--- src/rtl/lse_pkg.sv ---
`default_nettype none
// ----------------------------------------------------------------------------
// lse_pkg
// shared constants and types of the legendre series evaluator
// ----------------------------------------------------------------------------
package lse_pkg;

	localparam int MAX_TERMS = 16;
	localparam int FRAC_BITS = 30;

	localparam logic [1:0] OP_WRITE = 2'd0;
	localparam logic [1:0] OP_SUM   = 2'd1;
	localparam logic [1:0] OP_TERMS = 2'd2;
	localparam logic [1:0] OP_NONE  = 2'd3;

	localparam logic [1:0] CFG_DOMAIN_LOW  = 2'd0;
	localparam logic [1:0] CFG_DOMAIN_HIGH = 2'd1;
	localparam logic [1:0] CFG_TERM_COUNT  = 2'd2;

	typedef struct packed {
		logic [1:0]  op;
		logic [3:0]  coef_index;
		logic [31:0] coef_value;
		logic        undef;
		logic        num_neg;
		logic [32:0] num_mag;
		logic [32:0] den;
		logic [4:0]  cnt;
	} lse_req_t;

endpackage
`default_nettype wire

--- src/rtl/lse_front.sv ---
`default_nettype none
// ----------------------------------------------------------------------------
// lse_front
// accepts requests, holds configuration, classifies and maps the domain
// ----------------------------------------------------------------------------
module lse_front import lse_pkg::*; (
	input  wire logic        clk,
	input  wire logic        arst_n,
	input  wire logic        in_valid,
	output logic             in_ready,
	input  wire logic [1:0]  op,
	input  wire logic [3:0]  coef_index,
	input  wire logic [31:0] coef_value,
	input  wire logic [31:0] x_value,
	input  wire logic        cfg_valid,
	output logic             cfg_ready,
	input  wire logic [1:0]  cfg_index,
	input  wire logic [31:0] cfg_data,
	input  wire logic        full,
	output logic             push,
	output lse_req_t         req
);

	logic signed [31:0] lo_q;
	logic signed [31:0] hi_q;
	logic [4:0]         tc_q;
	logic signed [33:0] num;
	logic [33:0]        num_abs;
	logic [4:0]         cnt;

	assign cfg_ready = 1'b1;

	always_ff @(posedge clk or negedge arst_n) begin
		if (!arst_n) begin
			lo_q <= 32'shFFFF0000;
			hi_q <= 32'sh00010000;
			tc_q <= 5'd1;
		end else if (cfg_valid) begin
			case (cfg_index)
				CFG_DOMAIN_LOW:  lo_q <= cfg_data;
				CFG_DOMAIN_HIGH: hi_q <= cfg_data;
				CFG_TERM_COUNT:  tc_q <= cfg_data[4:0];
				default: ;
			endcase
		end
	end

	always_comb begin
		num = $signed({x_value[31], x_value, 1'b0}) - $signed({{2{lo_q[31]}}, lo_q})
			- $signed({{2{hi_q[31]}}, hi_q});
		num_abs = num[33] ? (34'd0 - num) : num;
		if (tc_q == 5'd0)
			cnt = 5'd1;
		else if (tc_q > 5'(MAX_TERMS))
			cnt = 5'(MAX_TERMS);
		else
			cnt = tc_q;
	end

	assign in_ready = !full;
	assign push     = in_valid && !full && (op != OP_NONE);

	always_comb begin
		req.op         = op;
		req.coef_index = coef_index;
		req.coef_value = coef_value;
		req.undef      = (hi_q <= lo_q) || ($signed(x_value) < lo_q) || ($signed(x_value) > hi_q);
		req.num_neg    = num[33];
		req.num_mag    = num_abs[32:0];
		req.den        = 33'({hi_q[31], hi_q} - {lo_q[31], lo_q});
		req.cnt        = cnt;
	end

endmodule
`default_nettype wire

--- config.mk ---
export PLATFORM = sky130hd
export DESIGN_NAME = lse_front
export DESIGN_NICKNAME = d
export VERILOG_FILES = /design/src/rtl/lse_pkg.sv /design/src/rtl/lse_front.sv
export SDC_FILE = /design/constraint.sdc
export NUM_CORES = 1
export LEC_CHECK = 0
export BUFFER_PORTS_ARGS = -buffer_cell sky130_fd_sc_hd__clkbuf_2
export CAP_MARGIN = 20
export CORE_MARGIN = 8
export CORE_UTILIZATION = 40
export CTS_CLUSTER_DIAMETER = 50
export DETAILED_ROUTE_END_ITERATION = 6
export GPL_ROUTABILITY_DRIVEN = 0
export SLEW_MARGIN = 40
export SYNTH_ARGS = -nofsm -noshare
export SYNTH_HDL_FRONTEND = slang
export SYNTH_SLANG_ARGS = --single-unit
--- constraint.sdc ---
create_clock -name clk -period 5.1 [get_ports clk]
set_input_delay 0.255 -clock clk [delete_from_list [all_inputs] [get_ports clk]]
set_output_delay 0.255 -clock clk [all_outputs]
set_load 0.005 [all_outputs]
==> impl_metrics.prom <==
# TYPE chip_impl_metric gauge
chip_impl_info{name="timing.hold.worst.class",value="primary input to asynchronous set/reset pin"} 1
chip_impl_metric{name="design.portCount",unit=""} 223
chip_impl_metric{name="report.final.slew_viol_count",unit=""} 0
chip_impl_metric{name="power_per_cell_area",unit="mW/mm^2"} 626.2
chip_impl_metric{name="synth.yosys.seq_area_share",unit="%"} 17.76
chip_impl_metric{name="drtAntennaViolNets",unit=""} 0
chip_impl_metric{name="final_design_area_no_fill",unit="mm^2"} 0.01106
chip_impl_metric{name="clockPowerShare",unit="%"} 9.9
chip_impl_metric{name="arrival",unit="ns"} 4.52
chip_impl_info{name="crit_family",value="compound AO/OA/AOI/OAI gates"} 1
chip_impl_metric{name="clockBufferDepth",unit=""} 2
chip_impl_metric{name="total_routed_length",unit="mm"} 27.45
chip_impl_metric{name="finalCriticalPeriod",unit="ns"} 4.774
chip_impl_metric{name="drc_errors",unit=""} 0
chip_impl_info{name="synthMostInstantiatedCell",value="sky130_fd_sc_hd__ha_1"} 1
chip_impl_metric{name="synth_edf_count",unit=""} 0
chip_impl_metric{name="syn-mean-instance-area",unit="um^2"} 8.446
chip_impl_metric{name="antenna_found_initial",unit=""} 4
chip_impl_info{name="ys_dominant_reg_cell",value="sky130_fd_sc_hd__dfrtp_1"} 1
chip_impl_metric{name="clk_latency",unit="ns"} 0.34
chip_impl_metric{name="total_switching_power",unit="uW"} 3420
chip_impl_info{name="cts_tree",value="done"} 1
chip_impl_metric{name="fp.coreArea",unit="mm^2"} 0.02425
chip_impl_metric{name="placed_area",unit="mm^2"} 0.01068
chip_impl_metric{name="layout_worst_path_cycle_share",unit="%"} 93.60
chip_impl_metric{name="globalRoute.totalOverflow",unit=""} 0
chip_impl_info{name="synth_largest_area_cell",value="sky130_fd_sc_hd__ha_1"} 1
chip_impl_metric{name="setup_tns_final",unit="ns"} 0
chip_impl_metric{name="cts_setup_buffers",unit=""} 0
chip_impl_metric{name="swShare",unit="%"} 49.39
chip_impl_metric{name="yosys_warnings",unit=""} 0
chip_impl_metric{name="fp.dieH",unit="um"} 172.9
chip_impl_metric{name="placementRows",unit=""} 57
chip_impl_metric{name="via_count",unit=""} 8390
chip_impl_info{name="worstSetupEndpointType",value="primary output"} 1
chip_impl_info{name="root_cell_of_the_clock_tree",value="sky130_fd_sc_hd__clkbuf_16"} 1
chip_impl_info{name="grt_setup_unrepaired",value="false"} 1
chip_impl_metric{name="peak_supply_drop",unit="uV"} 421.7
chip_impl_metric{name="path_max_fanout",unit=""} 12
chip_impl_metric{name="design.final.nets",unit=""} 1570
chip_impl_metric{name="clock_tree.htree_level_count",unit=""} 3
chip_impl_metric{name="finalHoldViolCount",unit=""} 0
chip_impl_info{name="slowest_stage",value="sky130_fd_sc_hd__fa_1"} 1
chip_impl_metric{name="syn-instance-count",unit=""} 1166
chip_impl_metric{name="ys_types",unit=""} 81
chip_impl_info{name="synth_common_cells",value="sky130_fd_sc_hd__ha_1 (161), sky130_fd_sc_hd__inv_1 (105), sky130_fd_sc_hd__o21ai_0 (87), sky130_fd_sc_hd__nor2_1 (86), sky130_fd_sc_hd__nand2_1 (85)"} 1
chip_impl_metric{name="initial_core_util",unit="%"} 40.61
chip_impl_metric{name="fmaxAchievable",unit="MHz"} 209.5
chip_impl_info{name="cp_cell_sequence",value="inv_1 > fa_1 > ha_1 > a21oi_1 > o21ai_0 > or3_1 > a31o_2 > a31oi_1 > nand2b_1 > a21oi_4 > xnor2_4 > buf_4 > a21boi_1 > xor2_1 > clkbuf_2"} 1
chip_impl_metric{name="layout-drive-gt1-share",unit="%"} 20.13
chip_impl_metric{name="cp_data_required_time",unit="ns"} 4.85
chip_impl_metric{name="post-synth-top-area-fraction",unit="%"} 20.45
chip_impl_metric{name="slew_headroom",unit="%"} 52.00
chip_impl_metric{name="hpwl",unit="mm"} 23.03
chip_impl_metric{name="syn-cell-area",unit="mm^2"} 0.009848
chip_impl_metric{name="initialDrtViolationCount",unit=""} 426
chip_impl_metric{name="slowest_delay",unit="ns"} 0.52
chip_impl_info{name="outcome",value="finished, final reports clean"} 1
chip_impl_metric{name="synth-async-reset-ratio",unit="%"} 100.0
chip_impl_metric{name="die_area",unit="mm^2"} 0.02990
chip_impl_metric{name="cts_inserted_buffers",unit=""} 9
chip_impl_metric{name="pin_count_of_the_biggest_net_entering_global_routing",unit=""} 70
chip_impl_metric{name="comb_power_share",unit="%"} 79.7
chip_impl_metric{name="die_w",unit="um"} 172.9
chip_impl_metric{name="drt_first_pass_iters",unit=""} 5
chip_impl_metric{name="power.static_leakage",unit="uW"} 0.005168
chip_impl_metric{name="port_buffers",unit=""} 149
chip_impl_metric{name="crit_buf_inv",unit=""} 3
chip_impl_metric{name="routed_wire_length_per_instance",unit="um"} 17.17
chip_impl_metric{name="postSynthNetCount",unit=""} 1469
chip_impl_info{name="startpoint_type_of_the_worst_setup_path",value="flip-flop"} 1
chip_impl_info{name="setup.worst_path.class",value="flip-flop to primary output"} 1
chip_impl_metric{name="viasPerCell",unit=""} 5.247
chip_impl_info{name="synth.area.top_cells",value="sky130_fd_sc_hd__ha_1 (20%), sky130_fd_sc_hd__dfrtp_1 (13%), sky130_fd_sc_hd__fa_1 (6.7%), sky130_fd_sc_hd__xnor2_1 (5.0%), sky130_fd_sc_hd__dfstp_2 (4.8%)"} 1
chip_impl_metric{name="clk_pin_slew_worst_paths",unit="ns"} 0.06
chip_impl_metric{name="worst_pin_slew",unit="ns"} 0.7151
chip_impl_metric{name="worst_clock_skew",unit="ns"} 0
chip_impl_metric{name="sequentialPowerShare",unit="%"} 10.4
chip_impl_metric{name="grt_pass1_wl",unit="mm"} 44.06
chip_impl_metric{name="yosys_register_bits",unit=""} 69
chip_impl_metric{name="grt_pass1_vias",unit=""} 8400
chip_impl_metric{name="cap_viol_max_count",unit=""} 0
chip_impl_metric{name="numClockSinks",unit=""} 69
chip_impl_metric{name="groute.usage.overall",unit="%"} 17.78
chip_impl_metric{name="intPower",unit="uW"} 3505
chip_impl_metric{name="finalSetupViolations",unit=""} 0
chip_impl_metric{name="area_growth_syn_to_layout",unit="%"} 12.29
## per-layer routing
layer	GRT usage, %	routed length [um]	vias to the layer above
met2	27.84	12140	182
met4	5.210	527	2
met3	2.483	1157	40
met1	25.01	13620	3925
li1	-	-	4241
met5	0	13	-
## power by group through the flow
stage | logic [uW] | clock network [uW] | registers (uW)
floorplan | 3670 | 0 | 714
global placement | 5410 | 0 | 726
detailed placement | 5490 | 0 | 730
CTS | 5510 | 697 | 721
global route | 6210 | 720 | 733
finish | 5520 | 683 | 722
## path summary, 6_finish.rpt
path | start | endpoint | slack (ns) | depth (start not counted)
setup / recovery | lo_q[18] | req[46] | 0.33 | 15
hold / removal | arst_n | tc_q[2] | 0.02 | 2
setup reg to reg | lo_q[31] | lo_q[31] | 4.14 | 2
hold reg to reg | hi_q[12] | hi_q[12] | 0.53 | 1
max in group asynchronous | arst_n | hi_q[27] | 4.60 | 2
min in group clk | cfg_data[27] | lo_q[27] | 0.13 | 3
## through the flow
| step | cells | setup WS, ns | utilization (%) | hold WS (ns) | power (uW) |
|---|---|---|---|---|---|
| floorplan | 1166 | 1.152 | - | -0.04059 | 4388 |
| global placement | 1579 | 0.6584 | 43.93 | 0.4712 | 6140 |
| detailed placement | 1579 | 0.4493 | 44.02 | 0.4066 | 6218 |
| CTS | 1595 | 0.09019 | 45.37 | 0.04799 | 6928 |
| global route | 1599 | 0.01128 | 45.60 | 0.06958 | 7667 |
| finish | 1599 | 0.3262 | 45.60 | 0.01949 | 6925 |
## state kept, by name, summed over array words and instances (netlist names)
| signal | cells |
|---|---|
| hi_q | 32 |
| lo_q | 32 |
| tc_q | 5 |
## layout make-up
class | count | area (um^2)
Antenna cell | 3 | 7.507
Clock buffer | 10 | 239.0
Clock inverter | 6 | 86.33
Fill cell | 2444 | 13190
Inverter | 105 | 394.1
Multi-Input combinational cell | 927 | 7382
Sequential cell | 69 | 1749
Tap cell | 324 | 405.4
Timing Repair Buffer | 155 | 794.5
## kinds of logic (layout without fill, tap and decap cells)
logic type	count (synthesis)	in the layout	share of synthesized area (%)
AOI/OAI and AO/OA	287	287	18.50
buffers and inverters	171	276	8.106
adders and majority gates	194	194	27.16
other	1	4	0.03808
muxes	40	40	4.536
and+or+nand+nor	320	320	16.43
DFF	69	69	17.76
xor gates and xnor gates	84	85	7.471
## layout by cell type (no fill, tap or decap), drive strengths merged, types with 4 or more instances in the layout
cell type	netlist	layout
nor2b	20	20
nand3b	4	4
and3	10	10
nand3	23	23
mux2	37	37
o21bai	18	18
buf	45	7
o31ai	9	9
a21oi	74	74
a211oi	7	7
o21a	8	8
nor2	87	87
nand2	86	86
clkbuf	21	158
nor3	14	14
dfstp	18	18
a21boi	4	4
xor2	28	28
xnor2	56	57
o41ai	4	4
or4	4	4
dfrtp	51	51
ha	161	161
nor3b	4	4
nand4	19	19
a21o	33	33
o21ai	88	88
o211ai	7	7
inv	105	105
nand2b	11	11
or3	8	8
a31oi	6	6
nor4	10	10
fa	33	33
or2	7	7
## what timing repair did
item / 4_1_cts / 5_1_grt
endpoints found under the setup margin: 0 / 9
hold buffers: 0 / 0
gates resized for setup: 0 / 7
No activity file was read; power rests on OpenSTA's default activity.
