$ cat config.mk
export PLATFORM = sky130hd
export DESIGN_NAME = lse_queue
export DESIGN_NICKNAME = d
export VERILOG_FILES = /design/src/rtl/lse_pkg.sv /design/src/rtl/lse_queue.sv
export SDC_FILE = /design/constraint.sdc
export NUM_CORES = 1
export LEC_CHECK = 0
export BUFFER_PORTS_ARGS = -buffer_cell sky130_fd_sc_hd__clkbuf_2
export CORE_MARGIN = 2
export CORE_UTILIZATION = 52
export CTS_CLUSTER_SIZE = 8
export DETAILED_ROUTE_END_ITERATION = 10
export PLACE_DENSITY = 0.79
export SETUP_SLACK_MARGIN = 0.2
export SYNTH_ARGS = -nofsm -noshare
export SYNTH_HDL_FRONTEND = slang
export SYNTH_SLANG_ARGS = --single-unit
$ cat constraint.sdc
create_clock -name clk -period 8.5 [get_ports clk]
set_input_delay 2.125 -clock clk [delete_from_list [all_inputs] [get_ports clk]]
set_output_delay 2.125 -clock clk [all_outputs]
set_load 0.01 [all_outputs]
$ cat src/rtl/lse_pkg.sv
`default_nettype none
// ----------------------------------------------------------------------------
// lse_pkg
// shared constants and types of the legendre series evaluator
// ----------------------------------------------------------------------------
package lse_pkg;

	localparam int MAX_TERMS = 16;
	localparam int FRAC_BITS = 30;

	localparam logic [1:0] OP_WRITE = 2'd0;
	localparam logic [1:0] OP_SUM   = 2'd1;
	localparam logic [1:0] OP_TERMS = 2'd2;
	localparam logic [1:0] OP_NONE  = 2'd3;

	localparam logic [1:0] CFG_DOMAIN_LOW  = 2'd0;
	localparam logic [1:0] CFG_DOMAIN_HIGH = 2'd1;
	localparam logic [1:0] CFG_TERM_COUNT  = 2'd2;

	typedef struct packed {
		logic [1:0]  op;
		logic [3:0]  coef_index;
		logic [31:0] coef_value;
		logic        undef;
		logic        num_neg;
		logic [32:0] num_mag;
		logic [32:0] den;
		logic [4:0]  cnt;
	} lse_req_t;

endpackage
`default_nettype wire

$ cat src/rtl/lse_queue.sv
`default_nettype none
// ----------------------------------------------------------------------------
// lse_queue
// two-entry request queue between front and back
// ----------------------------------------------------------------------------
module lse_queue import lse_pkg::*; (
	input  wire logic     clk,
	input  wire logic     arst_n,
	input  wire logic     push,
	input  wire lse_req_t push_req,
	output logic          full,
	input  wire logic     pop,
	output logic          q_valid,
	output lse_req_t      q_req
);

	lse_req_t   ent_q [2];
	logic       wr_q;
	logic       rd_q;
	logic [1:0] cnt_q;

	assign full    = (cnt_q == 2'd2);
	assign q_valid = (cnt_q != 2'd0);
	assign q_req   = ent_q[rd_q];

	always_ff @(posedge clk) begin
		if (push)
			ent_q[wr_q] <= push_req;
	end

	always_ff @(posedge clk or negedge arst_n) begin
		if (!arst_n) begin
			wr_q  <= 1'b0;
			rd_q  <= 1'b0;
			cnt_q <= 2'd0;
		end else begin
			if (push)
				wr_q <= !wr_q;
			if (pop)
				rd_q <= !rd_q;
			if (push && !pop)
				cnt_q <= cnt_q + 2'd1;
			else if (pop && !push)
				cnt_q <= cnt_q - 2'd1;
		end
	end

endmodule
`default_nettype wire

==> impl_results.md, run 1 <==
- Outcome: finished, final reports clean
- Initial DRC Count: 197
- Worst skew pair latency: 0.49 ns
- Final hold vios: 0
- Total grt overflow: 0
- I/O Buffers: 227
- CP Max Fanout: 58
- Synthesis-to-layout area growth: 27.6%
- RSZ-0062 raised after global routing: no
- Number of global-route vias before repair: 4549
- Fin. max-slew vios: 0
- # nets final: 732
- Num rows: 45
- Largest net degree at the start of global routing: 59
- Clk buf depth: 3
- Switching power: 999 uW
- Sw Ratio: 27.4%
- Req. time, crit path: 6.38 ns
- Share of cells above drive strength 1: 60.9%
- Overall die height: 130 um
- Crit path arrival time: 2.73 ns
- Syn avg cell area: 22.8 um^2
- Yosys cell types: 14
- Initial antenna violation count: 0
- Min setup slack post-route: 3.64 ns
- Combinational Power Share: 24.7%
- Period minus WS final: 4.86 ns
- CP max stage delay: 0.89 ns
- Post-synth EDFFs: 222
- Critical path's slowest cell: dfrtp_4
- Seq cells post-synth: 226
- Pre-antenna DRT Iters: 4
- Antenna diodes: 0
- Clock-pin slew of the registers on the worst-case setup and hold paths: 0.05 ns
- CTS tree: done
- Num CTS Buffers: 34
- Mapped Nets: 477
- DP Area: 9550 um^2
- Clock sinks: 226
- Most used DFF post-synth: edfxtp_1
- WL/cell: 18.8 um
- Post-route ant nets: 0
- Clock power frac: 31.9%
- Most frequent cells after synthesis: 222 x edfxtp_1, 111 x mux2_2, 8 x buf_6
- Fraction of registers with async set or reset after synthesis: 1.77%
- Cells after Synth: 361
- Final hold slack: 0.496 ns
- First-pass GRT wire length: 23300 um
- TNS Setup: 0 ns
- Final period util: 57.2%
- Hold Path Class: register to register
- Netlist Area Pre-Place: 8220 um^2
- Synth area leaders: edfxtp_1 81%, mux2_2 15%, dfrtp_1 1.2%, buf_6 1.1%, xor2_1 0.43%
- WL final: 15800 um
- Core box area: 15300 um^2
- HPWL after detailed placement: 9980 um
- Die area: 16800 um^2
- Crit path cell chain: buf_4 > mux2_2 > clkbuf_2
- Global Route Usage Sum: 18.5%
- Top-count cell post-synth: edfxtp_1
- GPL Wtd Cong: 0.705
- Final setup fails: 0
- I/O pins: 228
- Initial Util: 53.7%
- Critical Path Sink Type: output port
- Max_cap viols: 0
- Cell-internal power: 2650 uW
- # fillers: 1040
- Post-CTS sizing: 0
- Post-Place Worst Slack: 4.10 ns
- Cell leakage power: 0.00403 uW
- Root buf cell: clkbuf_16
- Reg power frac: 43.4%
- Max Clock Skew: 0.0153 ns
- CP delay by family, top: buffers and inverters
- Max transition margin: 46.4%
- PD cells: 348 nW/um^2
- Worst IR Drop VDD: 0.000188 V
- Startpoint Class: register
- Share of the synthesized area in the top cell type: 81.1%
- Power Total: 3650 uW
- Fmax achieved: 206 MHz
- Leading area contributor after synthesis: edfxtp_1
- Seq/Total Area, Yosys: 82.3%
- Number of buffers and inverters on the critical path: 2
- Vias per cell: 5.08
- Register area: 6770 um^2
- Htree depth: 2
- Die Width: 130 um
- Post-CTS setup buffers: 0
- Detailed-route via count: 4263
- Design area: 10500 um^2
- Critical path class: register to output port
- Syn. warnings: 0
- DRC violations left: 0
- Worst Max-Slew Pin Slew: 0.804 ns
- Hold buffer count at cts: 0
- Multi-input gate area: 1350 um^2
==> state kept, by name, summed over array words and instances, names as in the netlist <==
name	flops
rd_q	1
ent_q	222
wr_q	1
cnt_q	2
==> power groups by stage <==
stage          Clock, uW  Sequential, uW  Combinational [uW]
2_1_floorplan          0            1570                 635
3_3_place_gp           0            1590                 892
3_5_place_dp           0            1610                 906
4_1_cts             1190            1590                 918
5_1_grt             1240            1610                 969
6_report            1160            1580                 900
==> cell usage in the layout, fill, tap and decap left out, drive strengths merged <==
cell type  synthesis  routed
and2               1       1
buf               12       4
clkbuf             0     274
clkinv             0       1
dfrtp              4       4
edfxtp           222     222
ha                 1       1
inv                1       2
mux2             111     111
nor2               1       1
nor2b              2       2
or2                1       1
xnor2              1       1
xor2               4       4
==> cell type report <==
type                            count  share of cell area (%)
Tap cell                          211                    2.52
Clock inverter                      2                   0.167
Sequential cell                   226                    64.6
Timing Repair Buffer              231                    11.1
Inverter                            1                  0.0358
Multi-Input combinational cell    122                    12.8
Clock buffer                       47                    8.78
==> metrics by stage <==
step	utilization, %	std cells
floorplan	-	361
detailed placement	62.4	791
CTS	68.5	840
global route	68.5	840
global placement	62.4	791
finish	68.5	840
==> per-layer routing <==
layer	GRT usage (%)	routed length, um	vias to the layer above
met3	7.42	1540	28
met5	0	0	-
met1	20.6	5770	2110
met4	6.51	338	0
met2	32.4	8120	181
li1	-	-	1944
==> final timing paths <==
check | from | end | slack [ns] | cells after the start
worst max-delay path | rd_q | q_req[71] | 3.64 | 3
worst min-delay path | cnt_q[1] | cnt_q[1] | 0.50 | 1
worst max register to register | wr_q | ent_q[0][109] | 6.19 | 3
worst min register to register | cnt_q[1] | cnt_q[1] | 0.50 | 1
max in group asynchronous | arst_n | rd_q | 6.90 | 1
min in group asynchronous | arst_n | cnt_q[1] | 1.44 | 1
==> cell families after synthesis <==
| family | after synthesis | share of synthesized area [%] |
|---|---|---|
| DFF | 226 | 82.3 |
| and+or+nand+nor | 5 | 0.350 |
| buffers and inverters | 13 | 1.42 |
| muxes | 111 | 15.2 |
| adders and majority gates | 1 | 0.152 |
| xor gates and xnor gates | 5 | 0.533 |
Power figures use the tool's default switching activity.
==> run 2: changes to the inputs <==
--- a/config.mk
+++ b/config.mk
@@ -7,10 +7,10 @@
 export LEC_CHECK = 0
 export BUFFER_PORTS_ARGS = -buffer_cell sky130_fd_sc_hd__clkbuf_2
 export CORE_MARGIN = 2
-export CORE_UTILIZATION = 52
+export CORE_UTILIZATION = 47
 export CTS_CLUSTER_SIZE = 8
 export DETAILED_ROUTE_END_ITERATION = 10
-export PLACE_DENSITY = 0.79
+export PLACE_DENSITY = 0.76
 export SETUP_SLACK_MARGIN = 0.2
 export SYNTH_ARGS = -nofsm -noshare
 export SYNTH_HDL_FRONTEND = slang
==> constraint.sdc (replaced) <==
create_clock -name clk -period 4.3 [get_ports clk]
set_input_delay 1.075 -clock clk [delete_from_list [all_inputs] [get_ports clk]]
set_output_delay 1.075 -clock clk [all_outputs]
set_load 0.01 [all_outputs]
==> run 2 against run 1 <==
  * Sequential cell count is the same
  * Wire length shrank 2.9%
  * Final area grew 0.92%
  * Non-clock buffer count stayed put
  * Via count fell by 1.3%
  * Total power grew 100%
  * Utilization down 6.9 points
  * Count of clock-buffer cells in the layout increased by 2
  * Sequential share of layout area shrank 0.59 points
  * Combinational power up 98%
  * Highest routed layer unchanged
==> impl_results.md, run 2 (same netlist as run 1, synthesis figures left out) <==
- Reg-to-reg slack, setup: 2.39 ns (-3.80 ns)
- CP startpoint: rd_q
- Register area: 6770 um^2 (unchanged)
- Largest register FFs: 222 (unchanged)
- Pre-antenna DRT Iters: 4 (unchanged)
- Hold Path Class: primary input to asynchronous set/reset pin
- Number of global-route vias before repair: 4492 (-1.3%)
- Vias per cell: 4.92 (-3.1%)
- Cell leakage power: 0.00407 uW (+0.79%)
- Fin. max-slew vios: 0 (unchanged)
- Largest net degree at the start of global routing: 69 (+17%)
- Hold buffer count at cts: 0 (unchanged)
- Share of cells above drive strength 1: 61.0% (+0.062 points)
- DRC violations left: 0 (unchanged)
- Die Width: 136 um (+5.0%)
- Max_cap viols: 0 (unchanged)
- Final setup fails: 0 (unchanged)
- Crit path arrival time: 2.34 ns (-0.39 ns)
- WL final: 15300 um (-2.9%)
- Clock-pin slew of the registers on the worst-case setup and hold paths: 0.04 ns (about the same)
- Critical Path Sink Type: output port
- PD cells: 688 nW/um^2 (+98%)
- Worst IR Drop VDD: 0.000443 V (+140%)
- Initial DRC Count: 194 (-1.5%)
- Post-CTS setup buffers: 0 (unchanged)
- TNS Setup: 0 ns (unchanged)
- CTS tree: done
- RSZ-0062 raised after global routing: no
- Post-route ant nets: 0 (unchanged)
- Detailed-route via count: 4206 (-1.3%)
- Post-CTS sizing: 0 (unchanged)
- Die area: 18600 um^2 (+10%)
- # nets final: 732 (unchanged)
- Max Clock Skew: 0.0116 ns (-0.00372 ns)
- WL met1: 5790 um (+0.35%)
- Power Total: 7280 uW (+100%)
- WL met3: 1280 um (-17%)
- Global Route Usage Sum: 16.3% (-2.3 points)
- Initial antenna violation count: 0 (unchanged)
- Fmax achieved: 293 MHz
- Start of the worst register-to-register path: wr_q
- Antenna diodes: 0 (unchanged)
- WL/cell: 17.9 um (-4.6%)
- Met2 WL: 8040 um (-0.91%)
- Most frequent cells in the layout: 227 x clkbuf_2, 222 x edfxtp_1, 111 x mux2_2
- # fillers: 1253 (+20%)
- Critical path class: register to output port
- HPWL after detailed placement: 10200 um (+1.8%)
- Top reg by flops: ent_q
- Max transition margin: 46.2% (-0.15 points)
- I/O pins: 228 (unchanged)
- First-pass GRT wire length: 22900 um (-2.0%)
- Final hold vios: 0 (unchanged)
- Synthesis-to-layout area growth: 28.8%
- Num rows: 48 (+6.7%)
- Final period util: 79.4%
- Overall die height: 136 um (+5.0%)
- Total grt overflow: 0 (unchanged)
- Clk buf depth: 3 (unchanged)
- Req. time, crit path: 3.22 ns (-3.16 ns)
- Final hold slack: 0.400 ns (-0.0953 ns)
- Core box area: 17200 um^2 (+12%)
- Multi-input gate area: 1350 um^2 (unchanged)
- Largest registers: ent_q x222, cnt_q x2
- Initial Util: 47.8% (-5.8 points)
- Clock sinks: 226 (unchanged)
- Htree depth: 2 (unchanged)
- Root buf cell: clkbuf_16
- CP Max Fanout: 59 (+1.7%)
- Reg2reg end: ent_q[0][48]
- Worst r2r path cells: 2 (-1)
- Most common cell after layout, fill and taps aside: clkbuf_2
- Startpoint Class: register
- Worst Max-Slew Pin Slew: 0.805 ns (+0.000582 ns)
- Worst skew pair latency: 0.48 ns (about the same)
- Period minus WS final: 3.42 ns
- I/O Buffers: 227 (unchanged)
- Top Layer Used: met4
- Outcome: finished, final reports clean
- Num CTS Buffers: 34 (unchanged)
- GPL Wtd Cong: 0.728 (+3.3%)
run 2: changes by cell type in the layout (fill, tap and decap cells not counted):
cell / change
buf_12: +3
buf_4: -3
clkbuf_16: +2
inv_6: -1
run 2: per-stage QoR:
step,utilization [%],cell area [um^2],std cells,worst slack (ns)
after floorplan,-,8230,361,0.200
after global placement,55.9,9600,805,1.38
after detailed placement,55.9,9600,805,1.37
after CTS,61.6,10600,855,0.840
after global routing,61.6,10600,855,0.754
final,61.6,10600,855,0.884
run 2: where the power goes:
part	switching, uW	internal, uW
clock	821	1540
sequential	205	2930
combinational	926	857
run 2: worst max-delay path by stage:
stage | end | slack (ns) | cells after the start
floorplan | ent_q[1][0] | 0.20 | 1
global placement | q_req[74] | 1.38 | 3
detailed placement | q_req[39] | 1.37 | 3
CTS | q_req[39] | 0.84 | 3
global route | q_req[46] | 0.75 | 3
finish | q_req[44] | 0.88 | 3
run 2: worst max-delay path, cell delays in order (launching register included):
cell      delay (ns)
dfrtp_4         0.91
buf_12          0.37
mux2_2          0.39
clkbuf_2        0.13
run 2: layout make-up:
| cell class | count | area share, % |
|---|---|---|
| flip-flops and latches | 226 | 64.0 |
| multi-input cells | 122 | 12.7 |
| repair buffers | 231 | 11.4 |
| clock buffers | 49 | 9.17 |
| well taps | 225 | 2.66 |
| clock inverters | 1 | 0.0828 |
| inverters | 1 | 0.0355 |
run 2: routing by layer:
metal	up-vias	global-route usage (%)
met5	-	0
met4	0	4.92
met3	22	6.04
met2	159	28.8
met1	2081	18.3
li1	1944	-
